==> src/sv/assert_macros.svh <==
// assertion macros shared by the exposure sequencer rtl
// expects clk and rst_n in the scope of every use
`ifndef ASSERT_MACROS_SVH
`define ASSERT_MACROS_SVH

`ifndef SYNTHESIS

// property must hold at every clock edge out of reset
`define EXS_ASSERT(lbl, prop) \
  lbl: assert property (@(posedge clk) disable iff (!rst_n) (prop)) \
    else $error("exposure sequencer assertion failed");

// expression must never be true out of reset
`define EXS_NEVER(lbl, expr) \
  lbl: assert property (@(posedge clk) disable iff (!rst_n) !(expr)) \
    else $error("exposure sequencer forbidden condition seen");

`else

`define EXS_ASSERT(lbl, prop)
`define EXS_NEVER(lbl, expr)

`endif

`endif

==> src/sv/exs_pkg.sv <==
// types and constants of the ccd exposure sequencer
// no dependencies; imported by every module of the block
package exs_pkg;

  // widths fixed by the item and register fields
  localparam int EXP_W   = 32;
  localparam int MHZ_W   = 10;
  localparam int PROD_W  = EXP_W + MHZ_W;
  localparam int FCNT_W  = 8;
  localparam int KIND_W  = 3;
  localparam int TIMER_W = 64;
  localparam int NRES    = 3;
  localparam int RCNT_W  = 2;

  localparam logic [MHZ_W-1:0] MHZ_RESET = MHZ_W'(100);

  typedef enum logic [1:0] {
    PH_IDLE     = 2'd0,
    PH_EXPOSING = 2'd1,
    PH_READING  = 2'd2,
    PH_TRANSMIT = 2'd3
  } phase_t;

  typedef enum logic [KIND_W-1:0] {
    KIND_START = 3'd0,
    KIND_STOP  = 3'd1,
    KIND_ABORT = 3'd2,
    KIND_SEND  = 3'd3,
    KIND_TICK  = 3'd4,
    KIND_INTR  = 3'd5
  } kind_t;

  // one result item
  typedef struct packed {
    phase_t phase;
    logic   notify;
    logic   exposure;
    logic   send;
    logic   busy;
    logic   last;
  } res_t;

  // all results of one item, cnt in 1..NRES
  typedef struct packed {
    res_t [NRES-1:0]   res;
    logic [RCNT_W-1:0] cnt;
  } batch_t;

  // timer commands from the sequencer
  typedef struct packed {
    logic             load;
    logic             stop;
    logic             tick;
    logic [EXP_W-1:0] load_us;
  } tmr_cmd_t;

  // timer status towards the sequencer
  typedef struct packed {
    logic on;
    logic wrap;
  } tmr_sts_t;

endpackage

==> src/sv/exs_timer.sv <==
// exposure timer: clock rate register, count load multiplier, down-counter
// depends on exs_pkg
module exs_timer (
  input  logic                      clk,
  input  logic                      rst_n,
  input  logic                      cfg_wr_en,
  input  logic [exs_pkg::MHZ_W-1:0] cfg_wr_data,
  input  exs_pkg::tmr_cmd_t         cmd,
  output exs_pkg::tmr_sts_t         sts
);
  import exs_pkg::*;

  logic [MHZ_W-1:0]   mhz_r;
  logic [TIMER_W-1:0] tmr_r;
  logic [TIMER_W-1:0] tmr_nxt;
  logic               on_r;
  logic               on_nxt;
  logic [PROD_W-1:0]  prod;

  // ticks still to go; a count of zero means a full wrap of the counter
  assign prod     = PROD_W'(cmd.load_us) * PROD_W'(mhz_r);
  assign sts.on   = on_r;
  assign sts.wrap = on_r && (tmr_r == TIMER_W'(1));

  // stop beats load beats tick
  always_comb begin
    tmr_nxt = tmr_r;
    on_nxt  = on_r;
    priority if (cmd.stop) begin
      on_nxt = 1'b0;
    end else if (cmd.load) begin
      tmr_nxt = TIMER_W'(prod);
      on_nxt  = 1'b1;
    end else if (cmd.tick && on_r) begin
      tmr_nxt = tmr_r - TIMER_W'(1);
      on_nxt  = !sts.wrap;
    end
  end

  // control and configuration state
  always_ff @(posedge clk) begin
    if (!rst_n) begin
      on_r  <= 1'b0;
      mhz_r <= MHZ_RESET;
    end else begin
      on_r <= on_nxt;
      if (cfg_wr_en) begin
        mhz_r <= cfg_wr_data;
      end
    end
  end

  // counter value
  always_ff @(posedge clk) begin
    tmr_r <= tmr_nxt;
  end

endmodule

==> src/sv/exs_res_buf.sv <==
// result buffer: holds the results of one item and hands them out in order
// depends on exs_pkg
`include "assert_macros.svh"
module exs_res_buf (
  input  logic            clk,
  input  logic            rst_n,
  input  logic            load,
  input  exs_pkg::batch_t batch,
  output logic            can_take,
  output logic            out_valid,
  input  logic            out_ready,
  output exs_pkg::res_t   head
);
  import exs_pkg::*;

  res_t [NRES-1:0]   ent_r;
  logic [RCNT_W-1:0] cnt_r;
  logic              pop;

  assign pop       = (cnt_r != '0) && out_ready;
  assign can_take  = (cnt_r == '0) || ((cnt_r == RCNT_W'(1)) && out_ready);
  assign out_valid = (cnt_r != '0);
  assign head      = ent_r[0];

  // fill count
  always_ff @(posedge clk) begin
    if (!rst_n) begin
      cnt_r <= '0;
    end else if (load) begin
      cnt_r <= batch.cnt;
    end else if (pop) begin
      cnt_r <= cnt_r - RCNT_W'(1);
    end
  end

  // entries shift towards the head as results leave
  always_ff @(posedge clk) begin
    if (load) begin
      ent_r <= batch.res;
    end else if (pop) begin
      ent_r[0] <= ent_r[1];
      ent_r[1] <= ent_r[2];
    end
  end

  `EXS_NEVER(a_load_overrun, load && !can_take)
  `EXS_NEVER(a_cnt_range, cnt_r > RCNT_W'(NRES))
  `EXS_ASSERT(a_head_last, (cnt_r == RCNT_W'(1)) |-> ent_r[0].last)
  `EXS_ASSERT(a_head_not_last, (cnt_r > RCNT_W'(1)) |-> !ent_r[0].last)

endmodule

==> src/sv/ccd_exposure_sequencer_core.sv <==
// top level of the ccd exposure sequencer: input register and phase logic
// depends on exs_pkg, exs_timer and exs_res_buf
`include "assert_macros.svh"

// Takes one item per clock unless held by the result buffer: start, stop,
// abort, send trigger, timer tick or controller interrupt, and answers each
// with one to three result items. An item passes the input register, is
// decoded in the next cycle and its results land in the result buffer, from
// which they are offered in order. Items with one result stream at one per
// cycle while out_ready stays high; a tx-done
// interrupt yields two results (three with a live-mode exception) and holds
// the input until the buffer is down to its last result and that is taken,
// since the buffer hands out one result a cycle. The exposure count is the exposure time times clock_mhz,
// taken modulo 2^64; a count of zero runs the full 2^64 ticks. clock_mhz
// resets to 100 and may be written only while no item is in flight.
module ccd_exposure_sequencer_core (
  input  logic                       clk,
  input  logic                       rst_n,
  input  logic                       cfg_wr_en,
  input  logic [exs_pkg::MHZ_W-1:0]  cfg_wr_data,
  input  logic                       in_valid,
  output logic                       in_ready,
  input  logic [exs_pkg::KIND_W-1:0] in_kind,
  input  logic                       in_live_request,
  input  logic [exs_pkg::EXP_W-1:0]  in_exposure_time,
  input  logic                       in_tx_done_flag,
  input  logic                       in_exception_flag,
  input  logic                       in_ddr_ready,
  input  logic [exs_pkg::FCNT_W-1:0] in_frame_count,
  output logic                       out_valid,
  input  logic                       out_ready,
  output logic [1:0]                 out_phase_out,
  output logic                       out_notify,
  output logic                       out_exposure_out,
  output logic                       out_send_pulse,
  output logic                       out_busy_status,
  output logic                       out_last_result
);
  import exs_pkg::*;

  function automatic res_t mk_res(phase_t ph, logic ntf, logic line, logic snd,
                                  logic bsy, logic lst);
    res_t r;
    r.phase    = ph;
    r.notify   = ntf;
    r.exposure = line;
    r.send     = snd;
    r.busy     = bsy;
    r.last     = lst;
    return r;
  endfunction

  // input register
  logic              s1_vld_r;
  logic [KIND_W-1:0] s1_kind_r;
  logic              s1_live_r;
  logic [EXP_W-1:0]  s1_exp_r;
  logic              s1_tx_r;
  logic              s1_exc_r;
  logic              s1_ddr_r;
  logic [FCNT_W-1:0] s1_fcnt_r;

  // sequencer state
  phase_t           phase_r, phase_nxt;
  logic             live_r, live_nxt;
  logic             line_r, line_nxt;
  logic [EXP_W-1:0] counts_r, counts_nxt;

  logic     s1_go;
  logic     can_take;
  logic     can_send;
  tmr_cmd_t cmd_raw;
  tmr_cmd_t cmd;
  tmr_sts_t tsts;
  batch_t   batch;
  res_t     head;

  assign s1_go    = s1_vld_r && can_take;
  assign in_ready = !s1_vld_r || s1_go;
  assign can_send = s1_ddr_r && (s1_fcnt_r != '0);

  // input register load
  always_ff @(posedge clk) begin
    if (!rst_n) begin
      s1_vld_r <= 1'b0;
    end else if (in_ready) begin
      s1_vld_r <= in_valid;
    end
  end

  always_ff @(posedge clk) begin
    if (in_valid && in_ready) begin
      s1_kind_r <= in_kind;
      s1_live_r <= in_live_request;
      s1_exp_r  <= in_exposure_time;
      s1_tx_r   <= in_tx_done_flag;
      s1_exc_r  <= in_exception_flag;
      s1_ddr_r  <= in_ddr_ready;
      s1_fcnt_r <= in_frame_count;
    end
  end

  // phase logic and result generation for the registered item
  always_comb begin
    phase_nxt   = phase_r;
    live_nxt    = live_r;
    line_nxt    = line_r;
    counts_nxt  = counts_r;
    cmd_raw     = '0;
    batch.res   = '0;
    batch.cnt   = RCNT_W'(1);
    batch.res[0] = mk_res(phase_r, 1'b0, line_r, 1'b0, 1'b0, 1'b1);
    unique case (s1_kind_r)
      KIND_START: begin
        if (phase_r != PH_IDLE) begin
          batch.res[0] = mk_res(phase_r, 1'b0, line_r, 1'b0, 1'b1, 1'b1);
        end else begin
          live_nxt        = s1_live_r;
          counts_nxt      = s1_exp_r;
          line_nxt        = 1'b1;
          phase_nxt       = PH_EXPOSING;
          cmd_raw.load    = 1'b1;
          cmd_raw.load_us = s1_exp_r;
          batch.res[0] = mk_res(PH_EXPOSING, 1'b1, 1'b1, 1'b0, 1'b0, 1'b1);
        end
      end
      KIND_STOP: begin
        line_nxt     = 1'b0;
        phase_nxt    = PH_IDLE;
        cmd_raw.stop = 1'b1;
        batch.res[0] = mk_res(PH_IDLE, 1'b1, 1'b0, 1'b0, 1'b0, 1'b1);
      end
      KIND_ABORT: begin
        line_nxt     = 1'b0;
        cmd_raw.stop = 1'b1;
        batch.res[0] = mk_res(phase_r, 1'b0, 1'b0, 1'b0, 1'b0, 1'b1);
      end
      KIND_SEND: begin
        batch.res[0] = mk_res(phase_r, 1'b0, line_r, can_send, 1'b0, 1'b1);
      end
      KIND_TICK: begin
        cmd_raw.tick = 1'b1;
        if (tsts.wrap) begin
          line_nxt     = 1'b0;
          phase_nxt    = PH_READING;
          batch.res[0] = mk_res(PH_READING, 1'b1, 1'b0, live_r && can_send,
                                1'b0, 1'b1);
        end
      end
      KIND_INTR: begin
        // tx done: transmit, then idle or a fresh exposure in live mode
        if (s1_tx_r) begin
          batch.res[0] = mk_res(PH_TRANSMIT, 1'b1, line_r, 1'b0, 1'b0, 1'b0);
          if (live_r) begin
            line_nxt        = 1'b1;
            phase_nxt       = PH_EXPOSING;
            cmd_raw.load    = 1'b1;
            cmd_raw.load_us = counts_r;
            batch.res[1] = mk_res(PH_EXPOSING, 1'b1, 1'b1, 1'b0, 1'b0,
                                  !s1_exc_r);
          end else begin
            phase_nxt    = PH_IDLE;
            batch.res[1] = mk_res(PH_IDLE, 1'b1, line_r, 1'b0, 1'b0, 1'b1);
          end
          batch.cnt = RCNT_W'(2);
        end
        // exception ends a live capture
        if (s1_exc_r && live_r) begin
          line_nxt     = 1'b0;
          phase_nxt    = PH_IDLE;
          cmd_raw.stop = 1'b1;
          if (s1_tx_r) begin
            batch.res[2] = mk_res(PH_IDLE, 1'b1, 1'b0, 1'b0, 1'b0, 1'b1);
            batch.cnt    = RCNT_W'(3);
          end else begin
            batch.res[0] = mk_res(PH_IDLE, 1'b1, 1'b0, 1'b0, 1'b0, 1'b1);
          end
        end
      end
      default: begin
        batch.res[0] = mk_res(phase_r, 1'b0, line_r, 1'b0, 1'b0, 1'b1);
      end
    endcase
  end

  // timer acts only for an item that is taken this cycle
  always_comb begin
    cmd      = cmd_raw;
    cmd.load = cmd_raw.load && s1_go;
    cmd.stop = cmd_raw.stop && s1_go;
    cmd.tick = cmd_raw.tick && s1_go;
  end

  // sequencer state
  always_ff @(posedge clk) begin
    if (!rst_n) begin
      phase_r <= PH_IDLE;
      live_r  <= 1'b0;
      line_r  <= 1'b0;
    end else if (s1_go) begin
      phase_r <= phase_nxt;
      live_r  <= live_nxt;
      line_r  <= line_nxt;
    end
  end

  always_ff @(posedge clk) begin
    if (s1_go) begin
      counts_r <= counts_nxt;
    end
  end

  exs_timer u_timer (
    .clk         (clk),
    .rst_n       (rst_n),
    .cfg_wr_en   (cfg_wr_en),
    .cfg_wr_data (cfg_wr_data),
    .cmd         (cmd),
    .sts         (tsts)
  );

  exs_res_buf u_res_buf (
    .clk       (clk),
    .rst_n     (rst_n),
    .load      (s1_go),
    .batch     (batch),
    .can_take  (can_take),
    .out_valid (out_valid),
    .out_ready (out_ready),
    .head      (head)
  );

  // result ports
  assign out_phase_out    = head.phase;
  assign out_notify       = head.notify;
  assign out_exposure_out = head.exposure;
  assign out_send_pulse   = head.send;
  assign out_busy_status  = head.busy;
  assign out_last_result  = head.last;

  `EXS_ASSERT(a_line_not_reading, line_r |-> (phase_r != PH_READING && phase_r != PH_TRANSMIT))
  `EXS_ASSERT(a_line_follows_timer, line_r == tsts.on)
  `EXS_ASSERT(a_wrap_ends_exposure, (s1_go && cmd.tick && tsts.wrap) |=> !line_r)

endmodule

==> config.mk <==
export PLATFORM = sky130hd
export DESIGN_NAME = ccd_exposure_sequencer_core
export DESIGN_NICKNAME = d
export VERILOG_FILES = /design/src/sv/exs_pkg.sv /design/src/sv/exs_timer.sv /design/src/sv/exs_res_buf.sv /design/src/sv/ccd_exposure_sequencer_core.sv
export VERILOG_INCLUDE_DIRS = /design/src /design/src/sv
export SDC_FILE = /design/constraint.sdc
export NUM_CORES = 1
export LEC_CHECK = 0
export BUFFER_PORTS_ARGS = -buffer_cell sky130_fd_sc_hd__buf_4
export CAP_MARGIN = 15
export CORE_UTILIZATION = 58
export DETAILED_ROUTE_END_ITERATION = 8
export PLACE_DENSITY = 0.79
export SLEW_MARGIN = 15
export SYNTH_ARGS = -nofsm -noshare
export SYNTH_HDL_FRONTEND = slang
export SYNTH_SLANG_ARGS = --single-unit
==> constraint.sdc <==
create_clock -name clk -period 6.28 [get_ports clk]
set_input_delay 0.314 -clock clk [delete_from_list [all_inputs] [get_ports clk]]
set_output_delay 0.314 -clock clk [all_outputs]
set_load 0.02 [all_outputs]
==> impl_results.md <==
- Status: finished with violations
- Violated checks: setup timing
- PwrDens: 159 mW/mm^2
- IO Port Bufs: 70
- DRC: 0
- Multi-input logic area: 0.0129 mm^2
- CP max FO: 7
- First-pass GRT wire length: 75300 um
- Flops & latches, synth: 173
- Post-DP HPWL: 31900 um
- Leakage power: 10.4 nW
- Post-Syn Instances: 1804
- Setup ws final: -284 ps
- Fraction of layout cells with a size suffix above 1: 27.8%
- Ports: 71
- Post-synth EDFFs: 155
- Sequential cell area fraction in the yosys report: 28.0%
- Core ar.: 0.0300 mm^2
- Synth top area share: 26.6%
- Hold path cells: 1
- CP max stage cell: fa_1
- Hold Vio Cnt, Final: 0
- Worst Skew: 13.2 ps
- Synthesized area: 0.0179 mm^2
- Reg2Reg Depth: 27
- Worst-path clk slew: 70 ps
- Die W: 178 um
- Worst-case hold path end point: s1_fcnt_r[0]
- Vias per std cell: 5.83
- Initial antenna violation count: 0
- CTS tree: yes
- Final Max Slew Viols: 0
- GR Overflow Total: 0
- Pre-CTS setup slack: -436 ps
- Overall routing resource usage: 30.7%
- Flop2flop setup slack: -280 ps
- Routed wire per std cell: 19.5 um
- First-pass DRT Iterations: 6
- Final setup violation count: 17
- Vias in the first global route: 15100
- Die height: 178 um
- Async S/R FF share, synth: 0%
- Dominant cells by area after synthesis: fa_1 27%, edfxtp_1 26%, and2_1 6.0%
- Cell Int Power: 2.48 mW
- Seq pwr share: 38.8%
- Setup Crit Path Kind: flip-flop to flip-flop
- Cell repeated most along the worst path: fa_1
- TritonCTS Buffers: 17
- Power share of the clock group: 32.0%
- Reg-to-Reg End: u_timer.tmr_r[28]
- Wirelength, routed: 48100 um
- Critical Path Sink Type: flip-flop
- DIE AREA: 0.0315 mm^2
- Largest net degree at the start of global routing: 65
- RSZ-0062 raised after global routing: yes
- Yosys warns: 0
- Crit path DAT: 6730 ps
- Drt first-iter violations: 1213
- Max-cap violations: 0
- Routed via count: 14300
- Commonest non-fill, non-tap cell in the layout: buf_4
- Hold Slack: 40.3 ps
- # hold bufs at CTS: 0
- # H-tree levels: 4
- Comb pwr share: 29.3%
- RD Place Congestion: 0.900
- Final Cell Area: 0.0226 mm^2
- Filler cell count: 1923
- Clock Path Buffers: 2
- Final period util: 105%
- Antenna Nets Post-Route: 0
- Worst VDD drop: 0.283 mV
- HP Start: in_frame_count[0]
- TritonCTS Sinks: 173
- Req. time, crit path: 6450 ps
- Worst path max stage delay: 590 ps
- P_sw: 1.10 mW
- Post-DP Area: 0.0205 mm^2
- Final core occ: 75.4%
- Reg-to-Reg Start: s1_kind_r[0]
- Antenna Cells: 0
- Minimum clock period after layout: 6560 ps
- Relative slew slack: 25.2%
- Synthesized area per cell: 9.91 um^2
- Netlist cell types: 68
- Register Area: 0.00501 mm^2
- Core Rows: 63
- Clock latency on the worst-skew pair: 450 ps
- Yosys top cell by area: fa_1
- Worst Hold Class: input pin to flip-flop
- Final #Nets: 2437
- Initial Utilization: 59.7%
- Syn nets: 2185
- Worst-Margin Slew: 1120 ps
- Commonest cells after routing, fill and taps aside: 284 x buf_4, 221 x inv_1, 219 x fa_1
- Critical path startpoint category: flip-flop
- Root buffer cell: clkbuf_16
- Net Sw Frac: 30.7%
- Area grow syn2layout: 26.2%
- Most used DFF post-synth: edfxtp_1
- Fmax: 0.152 GHz
-- sequential cells by signal (all words and copies together), names as in the netlist, 2 cells and up --
| register | flops |
|---|---|
| u_res_buf.cnt_r | 2 |
| s1_fcnt_r | 8 |
| u_res_buf.head | 7 |
| u_res_buf.ent_r | 5 |
| counts_r | 32 |
| s1_exp_r | 32 |
| u_timer.mhz_r | 10 |
| s1_kind_r | 3 |
| u_timer.tmr_r | 64 |
| phase_r | 2 |
-- cell families (layout without fill, tap and decap cells) --
kind of cell / after synthesis / count (layout) / synth area share (%)
simple gates: 636 / 636 / 18.3
fa+ha+maj: 319 / 319 / 32.3
buf+inv: 316 / 577 / 6.71
compound gates: 250 / 254 / 9.13
flops: 173 / 173 / 28.0
xor+xnor: 98 / 98 / 4.80
mux: 12 / 12 / 0.672
-- power by group through the flow --
stage | combinational, mW | clock (mW) | sequential, mW
floorplan | 0.593 | 0 | 1.40
global placement | 0.855 | 0 | 1.40
detailed placement | 0.881 | 0 | 1.41
CTS | 0.971 | 1.15 | 1.39
global route | 1.15 | 1.19 | 1.40
finish | 1.05 | 1.15 | 1.39
-- routing by layer --
| metal | vias up | wire [um] | global-route usage, % | part of all wire (%) |
|---|---|---|---|---|
| li1 | 6428 | - | - | - |
| met1 | 7017 | 18800 | 39.3 | 39 |
| met2 | 719 | 23600 | 51.4 | 49 |
| met3 | 180 | 3900 | 6.02 | 8.1 |
| met4 | 0 | 1830 | 12.1 | 3.8 |
| met5 | - | 0 | 0 | 0 |
-- cell type report --
| class | count | share of cell area [%] |
|---|---|---|
| Timing Repair Buffer | 312 | 11.7 |
| Tap cell | 390 | 2.16 |
| Sequential cell | 173 | 22.2 |
| Inverter | 233 | 3.89 |
| Clock inverter | 12 | 0.826 |
| Clock buffer | 20 | 1.93 |
| Multi-Input combinational cell | 1319 | 57.3 |
-- cell usage after synthesis (6+ instances only) --
cell      number
a22o_1        32
a31oi_1       20
and2_1       172
nor2b_1        9
mux2i_1       12
nor2_1        83
nand4_1        6
ha_1          81
nand3_1       24
o21bai_1       8
nand2_1      229
a21oi_1       61
inv_1        233
fa_1         238
clkbuf_1      74
a21o_1        31
or3_1         13
dfxtp_1       18
o21ai_0       51
o211ai_1       7
nor3_1        34
xnor2_1       54
and3_1         9
or2_2          8
nor4_1        11
xor2_1        44
edfxtp_1     155
-- how the worst max path moves through the flow --
| stage | startpoint | to | slack, ps | depth (start not counted) |
|---|---|---|---|---|
| 2_1_floorplan | s1_kind_r[0] | u_timer.tmr_r[39] | -200 | 25 |
| 5_1_grt | s1_kind_r[0] | u_timer.tmr_r[40] | -460 | 29 |
| 4_1_cts | s1_kind_r[2] | u_timer.tmr_r[39] | -140 | 25 |
| 3_3_place_gp | s1_kind_r[0] | u_timer.tmr_r[40] | -330 | 23 |
| 6_report | s1_kind_r[0] | u_timer.tmr_r[28] | -280 | 27 |
| 3_5_place_dp | s1_kind_r[0] | u_timer.tmr_r[41] | -440 | 24 |
-- critical path: cells and delay by family, from the launching register on --
| family | cells | cell delay [ps] |
|---|---|---|
| adders and majority gates | 6 | 2810 |
| AOI/OAI and AO/OA | 6 | 940 |
| and+or+nand+nor | 7 | 1030 |
| xor gates and xnor gates | 1 | 170 |
| buffers and inverters | 7 | 930 |
| DFF | 1 | 400 |
-- stage by stage --
stage               power [mW]  cells  setup TNS [ps]
global route              3.74   2459           -6700
detailed placement        2.29   2367           -5030
floorplan                 1.99   1804            -628
CTS                       3.51   2444            -871
global placement          2.26   2367           -3300
finish                    3.58   2459           -2620
-- repair_timing --
action / CTS / global route
cloned: 10 / 1
setup buffers: 35 / 14
pin swaps: 84 / 65
setup endpoints to repair: 21 / 26
resized for setup: 99 / 88
Note: power is estimated with default switching activity, not from simulation.
